## src/hw/rtl/sorted_table_binary_search_defines.svh

```systemverilog
// assertion macros for the sorted table binary search block
// used by the top level only, no other dependencies
`ifndef SORTED_TABLE_BINARY_SEARCH_DEFINES_SVH
`define SORTED_TABLE_BINARY_SEARCH_DEFINES_SVH

`ifndef SYNTHESIS

// same-cycle implication under synchronous reset
`define STBS_ASSERT_IMPLY(label, clk, rst_n, ante, cons) \
  label: assert property (@(posedge clk) disable iff (!rst_n) (ante) |-> (cons)) \
    else $error("stbs: same-cycle implication failed");

// next-cycle implication under synchronous reset
`define STBS_ASSERT_NEXT(label, clk, rst_n, ante, cons) \
  label: assert property (@(posedge clk) disable iff (!rst_n) (ante) |=> (cons)) \
    else $error("stbs: next-cycle implication failed");

`else

`define STBS_ASSERT_IMPLY(label, clk, rst_n, ante, cons)
`define STBS_ASSERT_NEXT(label, clk, rst_n, ante, cons)

`endif

`endif

```

## src/hw/rtl/stbs_pkg.sv

```systemverilog
// shared types and constants for the sorted table binary search block
// no dependencies
package stbs_pkg;

  localparam int KEY_W = 32;
  localparam int IDX_W = 10;
  localparam int LEN_W = 11;

  // request type codes
  localparam logic REQ_LOAD   = 1'b0;
  localparam logic REQ_SEARCH = 1'b1;

  // controller states, one-hot
  typedef enum logic [1:0] {
    ST_IDLE   = 2'b01,
    ST_SEARCH = 2'b10
  } state_t;

  // controller to datapath commands
  typedef struct packed {
    logic load;         // write one table entry
    logic init;         // latch key, set bounds, issue first read
    logic step;         // narrow bounds, issue next read
    logic finish_hit;   // report found at current midpoint
    logic finish_miss;  // report not found
  } cmd_t;

  // datapath to controller status
  typedef struct packed {
    logic init_empty;   // effective length is zero
    logic hit;          // probed entry equals key
    logic next_empty;   // narrowed interval is empty
  } sts_t;

endpackage

```

## src/hw/rtl/stbs_ctrl.sv

```systemverilog
// controller state machine for the sorted table binary search block
// depends on stbs_pkg
module stbs_ctrl (
  input  logic           clk,
  input  logic           rst_n,
  input  logic           start,
  input  logic           in_req_type,
  input  stbs_pkg::sts_t sts,
  output stbs_pkg::cmd_t cmd,
  output logic           busy
);

  stbs_pkg::state_t state_r, state_nxt;

  always_ff @(posedge clk) begin
    if (!rst_n) begin
      state_r <= stbs_pkg::ST_IDLE;
    end else begin
      state_r <= state_nxt;
    end
  end

  always_comb begin
    state_nxt = state_r;
    cmd       = '0;
    busy      = 1'b0;
    case (state_r)
      stbs_pkg::ST_IDLE: begin
        if (start) begin
          if (in_req_type == stbs_pkg::REQ_LOAD) begin
            cmd.load = 1'b1;
          end else begin
            cmd.init = 1'b1;
            if (sts.init_empty) begin
              cmd.finish_miss = 1'b1;
            end else begin
              state_nxt = stbs_pkg::ST_SEARCH;
            end
          end
        end
      end
      stbs_pkg::ST_SEARCH: begin
        busy = 1'b1;
        if (sts.hit) begin
          cmd.finish_hit = 1'b1;
          state_nxt      = stbs_pkg::ST_IDLE;
        end else begin
          cmd.step = 1'b1;
          if (sts.next_empty) begin
            cmd.finish_miss = 1'b1;
            state_nxt       = stbs_pkg::ST_IDLE;
          end
        end
      end
      default: begin
        state_nxt = stbs_pkg::ST_IDLE;
      end
    endcase
  end

endmodule

```

## config.mk

```make
export PLATFORM = sky130hd
export DESIGN_NAME = stbs_ctrl
export DESIGN_NICKNAME = d
export VERILOG_FILES = /design/src/hw/rtl/sorted_table_binary_search_defines.svh /design/src/hw/rtl/stbs_pkg.sv /design/src/hw/rtl/stbs_ctrl.sv
export SDC_FILE = /design/constraint.sdc
export NUM_CORES = 1
export LEC_CHECK = 0
export BUFFER_PORTS_ARGS = -buffer_cell sky130_fd_sc_hd__buf_2
export CAP_MARGIN = 30
export CORE_AREA = 5 5 42 44
export CTS_CLUSTER_DIAMETER = 30
export DETAILED_ROUTE_END_ITERATION = 16
export DIE_AREA = 0 0 47 49
export HOLD_SLACK_MARGIN = 0.15
export PLACE_DENSITY = 0.45
export SYNTH_ARGS = -nofsm -noshare
export SYNTH_HDL_FRONTEND = slang
export SYNTH_SLANG_ARGS = --single-unit
```

## constraint.sdc

```tcl
create_clock -name clk -period 3.55 [get_ports clk]
set_input_delay 0.355 -clock clk [delete_from_list [all_inputs] [get_ports clk]]
set_output_delay 0.355 -clock clk [all_outputs]
set_load 0.03 [all_outputs]
```

======== Word level (Yosys, flattened, before mapping) ========
Index checks and enable logic that the tools add are counted.
cells by class
  reductions and logical operators ........ 1
  equality and inequality tests ........... 6
  multiplexer cells ....................... 20
operator list
  operator              number
  $mux W2               8
  $mux W1               10
  $ne A2 B2 Y1 const B  3
  $pmux W2 S2           1
  $reduce_and A4 Y1     1
  $ne A3 B3 Y1 const B  1
  $eq A2 B1 Y1 const B  1
  $eq A2 B2 Y1 const B  1
  $pmux W1 S2           1
storage, ports and cells
  logic and storage cells ................. 28
  input bits .............................. 7
  bits in registers ....................... 2

======== Logic depth before layout (Yosys ltp) ========
Gate-level depths: netlist (run 1).
  word-level depth ........................ 4
  gate-level depth with buffers ........... 5

======== Worst setup path before layout (run 1) ========
OpenSTA, ideal clock, no wires.
  path type ............................... register to output
  start ................................... register state_r[0]
  end ..................................... output cmd[0] in the netlist's numbering
  path slack .............................. 1.337 ns
  arrival ................................. 1.858 ns
  stages on the path, launching flop included .. 6
  required time ........................... 3.195 ns
  path through ............................ dfxtp_1 > inv_1 > ha_1 > nor2b_1 > a22oi_1 > nor2_1
RTL lines
  element                   line             text
  start: declaration        stbs_ctrl.sv:13  stbs_pkg::state_t state_r, state_nxt;
  start signal: assignment  stbs_ctrl.sv:17  state_r <= stbs_pkg::ST_IDLE;
  start signal: assignment  stbs_ctrl.sv:19  state_r <= state_nxt;
  end: declaration          stbs_ctrl.sv:9   output stbs_pkg::cmd_t cmd,

==> results of run 1 <==
## final timing paths
path                            startpoint          to  depth (start not counted)
worst min-delay path                 rst_n  state_r[0]                          3
worst min register to register  state_r[1]  state_r[1]                          1
worst max-delay path            state_r[1]      cmd[0]                          6
worst max register to register  state_r[0]  state_r[0]                          5
## through the flow
step	util [%]	total power [mW]
after detailed placement	22.1	0.110
after floorplan	-	0.0904
after global routing	23.7	0.175
after CTS	23.7	0.161
after global placement	22.1	0.109
final	23.7	0.159
## critical path, stage by stage, from the launching register on
cell     delay [ps]
dfxtp_1         350
inv_1            70
ha_1            260
and3_1          190
a22oi_1         190
nor2_1           60
buf_2           170
## cell families (layout without fill, tap and decap cells)
| family | after synthesis | count (layout) | share of synthesized area [%] |
|---|---|---|---|
| adders and majority gates | 3 | 3 | 16.4 |
| and+or+nand+nor | 10 | 10 | 30.1 |
| muxes | 1 | 1 | 4.92 |
| buffers and inverters | 3 | 18 | 4.92 |
| DFF | 2 | 2 | 17.5 |
| AOI/OAI and AO/OA | 5 | 5 | 26.2 |
## per-layer routing
layer  part of all wire [%]  vias to the layer above
met1                     44                       99
met3                     13                        0
li1                       -                      116
met5                      0                        -
met2                     43                       10
met4                      0                        0
## placed cells by master (no fill, tap or decap)
| cell | netlist | routed |
|---|---|---|
| a2111oi_4 | 1 | 1 |
| o31a_1 | 1 | 1 |
| nand2_1 | 2 | 2 |
| a22oi_1 | 1 | 1 |
| and2_1 | 1 | 1 |
| inv_1 | 3 | 3 |
| dfxtp_1 | 2 | 2 |
| a2111oi_0 | 1 | 1 |
| and3_1 | 2 | 2 |
| nor3b_4 | 1 | 1 |
| nor2b_1 | 2 | 2 |
| o21a_1 | 1 | 1 |
| mux2_1 | 1 | 1 |
| buf_2 | 0 | 12 |
| ha_1 | 3 | 3 |
| and2b_1 | 1 | 1 |
| clkbuf_4 | 0 | 3 |
| nor2_1 | 1 | 1 |
## cell type report
cell class                      instances  area (um2)
Clock buffer                            3        22.5
Fill cell                             161        1070
Inverter                                3        11.3
Multi-Input combinational cell         19         178
Sequential cell                         2        40.0
Tap cell                               16        20.0
Timing Repair Buffer                   12        60.1
## where the power goes
part | switching, mW | internal, mW
Sequential | 0.00425 | 0.0281
Clock | 0.0125 | 0.0373
Combinational | 0.0445 | 0.0328
==> results.cfg, run 1 <==
[layout]
drive_above_1_share_pct = 43.6
nNetsFinal = 51
finalInstanceArea_um2 = 332
largestRegisters = state_r x2
largest_register_ffs = 2
regMostFlops = state_r
stdcell_count = 55
n_antenna_cell = 0
area_growth_pct = 44.8

[pwr]
power_density_nw_per_um2 = 481
p_leak_nw = 0.173
irDropWorstVdd_v = 0.000272

[synthesis]
synthTopCellsByCount = ha_1 (3), inv_1 (3)
syn_nets = 34
ys_ff_latch = 2
synth_edf_count = 0
synth.avg_cell_area_um2 = 9.54
async_reset_ff_share_pct = 0
synth_warnings = 0
synthTopCellsByArea = dfxtp_1 (17%), ha_1 (16%), a2111oi_4 (12%)
synth_area_um2 = 229
yosysUniqueCellTypes = 16
synthCells = 24
synth.top_cell.area_share_pct = 17.5
yosys_most_used_dff = dfxtp_1
synth_area_leader_cell = dfxtp_1
ys_seq_area_share_pct = 17.5

[sta]
rsz0062_at_grt = false
setup_violations = 0
whs_ps = 464
period_share_pct = 52.7
worst_pin_slew_ps = 415
hold_viol_final = 0
slew_viol_final = 0
period_needed_ps = 1870
tns_ps = 0
fmaxAchievable_mhz = 534
relSlewSlack_pct = 71.6
skew_ps = 4.42
worst_slack_ps = 1680

[floorplan]
die_y_um = 49
pin_count = 13
dieWidth_um = 47
initial_core_util_pct = 16.3
dieArea_um2 = 2300
coreArea_um2 = 1400
fp-row-count = 14

[grt]
gr-total-overflow = 0
grt_usage_pct = 4.85
met2_usage_pct = 6.33
grt_pass1_vias = 206
grt_pass1_wl_um = 807
grtUsageMet1_pct = 6.33
grt_max_degree = 7
use_met3_pct = 3.32
grt-busiest-layer = met2
antenna_found_initial = 0

[route]
viasPerCell = 4.09
route.detailed.drc = 0
drtIter0Drc = 3
firstDrtPassIters = 2
dr_total_vias = 225
wl_per_cell_um = 9.25
ant_nets = 0
wl_um = 509

[cts]
cts_hold_buf = 0
clk_pin_slew_worst_paths_ps = 30
numCtsBuffers = 3
clk_latency_ps = 220
cts_buffer_depth = 2
cts_max_level = 1
cts_resized = 0
clockRootBuffer = clkbuf_4
clock-sinks = 2
cts_setup_buffers = 0
cts_tree = done

[setup_path]
criticalPathCategory = reg -> out
cp_max_fo = 6
worstPathArrival_ps = 1520
start_kind = flop
cp.required_ps = 3190
endpoint_kind = output pin
r2r_slack_ps = 1930

[placement]
io_buffers = 12
dp_slack_ps = 1910
place_area_um2 = 309
dp.cells = 52
gp_congestion = 0.637

[outcome]
status = completed

[run]
drv_cap = 0

[min_path]
hold_path_class = in -> reg
No activity file was read; power rests on OpenSTA's default activity.
==> inputs of run 2 (changes only) <==
--- a/config.mk
+++ b/config.mk
@@ -5,6 +5,7 @@
 export SDC_FILE = /design/constraint.sdc
 export NUM_CORES = 1
 export LEC_CHECK = 0
+export ABC_AREA = 1
 export BUFFER_PORTS_ARGS = -buffer_cell sky130_fd_sc_hd__buf_2
 export CAP_MARGIN = 30
 export CORE_AREA = 5 5 42 44
@@ -12,7 +13,7 @@
 export DETAILED_ROUTE_END_ITERATION = 16
 export DIE_AREA = 0 0 47 49
 export HOLD_SLACK_MARGIN = 0.15
-export PLACE_DENSITY = 0.45
+export PLACE_DENSITY = 0.47
 export SYNTH_ARGS = -nofsm -noshare
 export SYNTH_HDL_FRONTEND = slang
 export SYNTH_SLANG_ARGS = --single-unit
==> constraint.sdc (replaced) <==
create_clock -name clk -period 1.6 [get_ports clk]
set_input_delay 0.16 -clock clk [delete_from_list [all_inputs] [get_ports clk]]
set_output_delay 0.16 -clock clk [all_outputs]
set_load 0.03 [all_outputs]
==> results.cfg, run 2 <==
[outcome]
status = completed

[synthesis]
synth_area_leader_cell = dfxtp_1
synth.avg_cell_area_um2 = 6.29
synth_mux_area_share_pct = 0
synth_edf_count = 0
synthTopCellsByArea = dfxtp_1 (17%), ha_1 (16%), inv_1 (16%)
synth.top_cell.area_share_pct = 16.8
synth-xor-area-share_pct = 0
synth_top_family_by_area = simple AND/OR/NAND/NOR gates
syn_nets = 48
synthCells = 38
synth_warnings = 0
synth_adder_area_share_pct = 15.7
synth_simple_gate_area_share_pct = 42.9
synthTopCellsByCount = inv_1 (10), nand2_2 (5), nand2_1 (4)
async_reset_ff_share_pct = 0
synth_compound_area_share_pct = 8.90
ys_ff_latch = 2
synth_area_um2 = 239
ys_seq_area_share_pct = 16.8
yosysUniqueCellTypes = 13
yosysMostFrequentCell = inv_1
yosys_most_used_dff = dfxtp_1

[sta]
whs_ps = 161
rsz0062_at_grt = false
skew_ps = 2.52
period_needed_ps = 1480
tns_ps = 0
period_share_pct = 92.8
fmaxAchievable_mhz = 674
relSlewSlack_pct = 87.7
setup_violations = 0
worst_pin_slew_ps = 185
slew_viol_final = 0
hold_viol_final = 0

[layout]
register_area_um2 = 40.0
n_antenna_cell = 0
final_common_cell = buf_2
nNetsFinal = 65
final_cell_mix = buf_2 (11), inv_1 (9), nand2_2 (5)
fin_util_pct = 27.9
regMostFlops = state_r
multiInputGateArea_um2 = 204
largest_register_ffs = 2
drive_above_1_share_pct = 52.8
fill_cells = 169
largestRegisters = state_r x2
area_growth_pct = 63.4
stdcell_count = 69

[pwr]
switching_share_pct = 46.6
internal_power_mw = 0.312
p_leak_nw = 0.213
irDropWorstVdd_v = 0.000688
power.total_mw = 0.585
seq_power_share_pct = 16.8
switchingPower_mw = 0.273
clkPwrFrac_pct = 18.5
power_density_nw_per_um2 = 1500
p_comb_share_pct = 64.7

[cts]
numCtsBuffers = 3
clockRootBuffer = clkbuf_4
cts_tree = done
cts_max_level = 1
clk_pin_slew_worst_paths_ps = 30
cts_setup_buffers = 0
clk_latency_ps = 220
clock-sinks = 2
cts_buffer_depth = 2

[route]
drtIter0Drc = 1
dr_total_vias = 265
wl_per_cell_um = 8.00
ant_nets = 0
route.detailed.drc = 0
wl_um = 552
viasPerCell = 3.84
firstDrtPassIters = 2

[grt]
grtUsageMet1_pct = 5.02
antenna_found_initial = 0
met2_usage_pct = 9.28
grt_pass1_wl_um = 952
gr-total-overflow = 0
grt_usage_pct = 5.90
use_met3_pct = 2.95
grt-busiest-layer = met2
grt_max_degree = 6
grt_pass1_vias = 268

[setup_path]
crit_chain = inv_2 -> ha_4 -> inv_1 -> nor2_4 -> nand2_1 -> a21oi_4 -> buf_6
endpoint_kind = output pin
criticalPathCategory = reg -> out
crit_slowest_cell = dfxtp_1
cp_max_fo = 5
r2r_slack_ps = 420
cp.required_ps = 1440
r2r-end = state_r[0]
critPathMaxStageDelay_ps = 340
start_kind = flop
worstReg2RegStart = state_r[1]
worstPathArrival_ps = 1320
rr_worst_depth = 6

[floorplan]
die_y_um = 49
initial_core_util_pct = 17.1
fp-row-count = 14
dieWidth_um = 47
pin_count = 13
coreArea_um2 = 1400
dieArea_um2 = 2300

[min_path]
worstHoldStart = rst_n
hold_path_class = in -> reg
min_to = state_r[0]
holdPathStages = 2

[placement]
gp_congestion = 0.759
dp.cells = 66
io_buffers = 12
hpwl_um = 487

[run]
drv_cap = 0
run 2: cell types whose count changed after synthesis, moves of 2 or more:
| cell | delta |
|---|---|
| inv_1 | +7 |
| nand2_2 | +5 |
| nand3_1 | +3 |
| nor2_2 | +3 |
| and3_1 | -2 |
| nand2_1 | +2 |
| nor2_1 | +2 |
| nor2b_1 | -2 |
run 2: worst max path at each step:
stage                         to  slack [ps]  startpoint  depth (start not counted)
after floorplan           cmd[0]          60  state_r[0]                          6
after global placement    cmd[0]         240  state_r[1]                          7
after detailed placement  cmd[0]         240  state_r[1]                          7
after CTS                 cmd[0]          20  state_r[1]                          7
after global routing      cmd[0]          10  state_r[1]                          7
final                     cmd[0]         120  state_r[0]                          7
run 2: per-stage QoR:
step	area (um2)	setup WS, ps
6_report	390	115
5_1_grt	390	12.8
3_3_place_gp	334	241
2_1_floorplan	254	62.2
3_5_place_dp	334	236
4_1_cts	359	24.4
run 2: repair_timing:
| item | CTS | global route |
|---|---|---|
| hold buffers | 0 | 0 |
| cloned | 0 | 0 |
| endpoints found under the setup margin | 1 | 1 |
| resized for setup | 1 | 6 |
| endpoints found under the hold margin | 0 | 0 |
run 2: cells by family (layout without fill, tap and decap cells):
family,count (synthesis),in the layout
buffers and inverters,10,25
and+or+nand+nor,20,20
DFF,2,2
AOI/OAI and AO/OA,3,3
adders and majority gates,3,3
run 2: layer usage:
layer	vias to the layer above	wire length (um)
li1	146	-
met2	7	288
met5	-	0
met1	112	206
met3	0	58
met4	0	0
run 2: layout make-up:
type / instances / share of cell area, %
Tap cell: 16 / 5.13
Sequential cell: 2 / 10.3
Timing Repair Buffer: 12 / 17.0
Inverter: 10 / 9.62
Clock buffer: 3 / 5.77
Multi-Input combinational cell: 26 / 52.2
run 2: power by group through the flow:
stage	registers, mW	logic (mW)	clock network, mW
floorplan	0.0855	0.277	0
global placement	0.0875	0.346	0
detailed placement	0.0882	0.342	0
CTS	0.0875	0.345	0.117
global route	0.102	0.433	0.122
finish	0.0985	0.378	0.108
run 2: critical path, delay by kind of cell (launching register included):
kind / cells / cell delay, ps
DFF: 1 / 340
buffers and inverters: 3 / 290
and+or+nand+nor: 2 / 170
adders and majority gates: 1 / 160
AOI/OAI and AO/OA: 1 / 150
==> inputs of run 3 (changes only) <==
--- a/config.mk
+++ b/config.mk
@@ -14,6 +14,7 @@
 export DIE_AREA = 0 0 47 49
 export HOLD_SLACK_MARGIN = 0.15
 export PLACE_DENSITY = 0.47
+export RECOVER_POWER = 25
 export SYNTH_ARGS = -nofsm -noshare
 export SYNTH_HDL_FRONTEND = slang
 export SYNTH_SLANG_ARGS = --single-unit
==> results.cfg, run 3 (synthesized netlist as in run 2, its figures left out) <==
[outcome]
status = completed

[route]
ant_nets = 0
wl_met1_um = 208
wl_met3_um = 59
met2_length_um = 285
viasPerCell = 3.87
route.detailed.drc = 0
drtIter0Drc = 1
dr_total_vias = 267
firstDrtPassIters = 2
wl_um = 553
highest_layer = met3
wl_per_cell_um = 8.01

[setup_path]
criticalPathCategory = reg -> out
cp_max_fo = 5
cp.required_ps = 1440
crit_slowest_cell = dfxtp_1
worstPathArrival_ps = 1330
cp_num_buf_inv = 3
r2r-end = state_r[0]
crit_chain = inv_2 -> ha_4 -> inv_1 -> nor2_4 -> nand2_1 -> a21oi_4 -> buf_6
critPathMaxStageDelay_ps = 340
start_kind = flop
crit_family = flip-flops
worstReg2RegStart = state_r[1]
endpoint_kind = output pin
r2r_slack_ps = 400
rr_worst_depth = 6

[min_path]
holdPathStages = 2
hold_path_class = in -> reg
min_to = state_r[0]
worstHoldStart = rst_n

[grt]
grt_usage_pct = 5.90
antenna_found_initial = 0
gr-total-overflow = 0
grt_pass1_wl_um = 952
grt_max_degree = 6
grt_pass1_vias = 268

[sta]
skew_ps = 2.52
whs_ps = 161
tns_ps = 0
period_share_pct = 92.9
setup_violations = 0
hold_viol_final = 0
period_needed_ps = 1490
rsz0062_at_grt = false
relSlewSlack_pct = 75.6
slew_viol_final = 0
fmaxAchievable_mhz = 673
worst_pin_slew_ps = 367

[layout]
regMostFlops = state_r
nNetsFinal = 65
n_antenna_cell = 0
largest_register_ffs = 2
finalInstanceArea_um2 = 387
stdcell_count = 69
final_cell_mix = buf_2 (10), inv_1 (9), nand2_1 (5)
drive_above_1_share_pct = 49.1
area_growth_pct = 61.8
fill_cells = 171
final_common_cell = buf_2
largestRegisters = state_r x2

[cts]
clk_latency_ps = 220
clock-sinks = 2
clk_pin_slew_worst_paths_ps = 30
clockRootBuffer = clkbuf_4
cts_tree = done
cts_max_level = 1
cts_hold_buf = 0
numCtsBuffers = 3
cts_buffer_depth = 2
cts_setup_buffers = 0

[pwr]
p_leak_nw = 0.209
power_density_nw_per_um2 = 1490
irDropWorstVdd_v = 0.000687

[floorplan]
fp-row-count = 14
pin_count = 13
dieWidth_um = 47
die_y_um = 49
dieArea_um2 = 2300
coreArea_um2 = 1400
initial_core_util_pct = 17.1

[placement]
gp_congestion = 0.759
io_buffers = 12
place_area_um2 = 334
dp.cells = 66
hpwl_um = 487

[run]
drv_cap = 0
-- run 3: cell type report --
cell class	count	area [um2]	share of cell area, %
multi-input cells	26	201	52.1
inverters	10	37.5	9.71
clock buffers	3	22.5	5.83
repair buffers	12	65.1	16.8
flip-flops and latches	2	40.0	10.4
well taps	16	20.0	5.18
-- run 3: where the power goes --
part / internal (mW) / switching [mW]
sequential: 0.0717 / 0.0268
combinational: 0.154 / 0.217
clock: 0.0825 / 0.0257
total: 0.308 / 0.270
-- run 3: repair_timing --
action,in CTS,in global routing
gates resized for setup,1,6
pin swaps,0,0
setup endpoints to repair,1,1
-- run 3: metal layers --
| layer | up-vias | global-route usage (%) |
|---|---|---|
| li1 | 147 | - |
| met1 | 113 | 5.02 |
| met2 | 7 | 9.28 |
| met3 | 0 | 2.95 |
| met4 | 0 | 5.53 |
| met5 | - | 0 |
-- run 3: worst max path at each step --
stage          startpoint     end  slack (ps)  cells past startpoint
6_report       state_r[0]  cmd[0]         110                      7
5_1_grt        state_r[1]  cmd[0]          10                      7
4_1_cts        state_r[1]  cmd[0]          20                      7
3_5_place_dp   state_r[1]  cmd[0]         240                      7
3_3_place_gp   state_r[1]  cmd[0]         240                      7
2_1_floorplan  state_r[0]  cmd[0]          60                      6
-- run 3: worst register-to-register path, delay by kind of cell, from the launching register on --
kind	cells	cell delay (ps)
DFF	1	370
and+or+nand+nor	3	260
adders and majority gates	1	210
AOI/OAI and AO/OA	1	130
buffers and inverters	1	100
-- run 3: through the flow --
stage	worst slack, ps	util (%)	power [mW]
finish	114	27.6	0.577
global route	12.8	27.6	0.651
CTS	24.4	25.6	0.549
detailed placement	236	23.8	0.430
global placement	241	23.8	0.434
floorplan	62.2	-	0.363
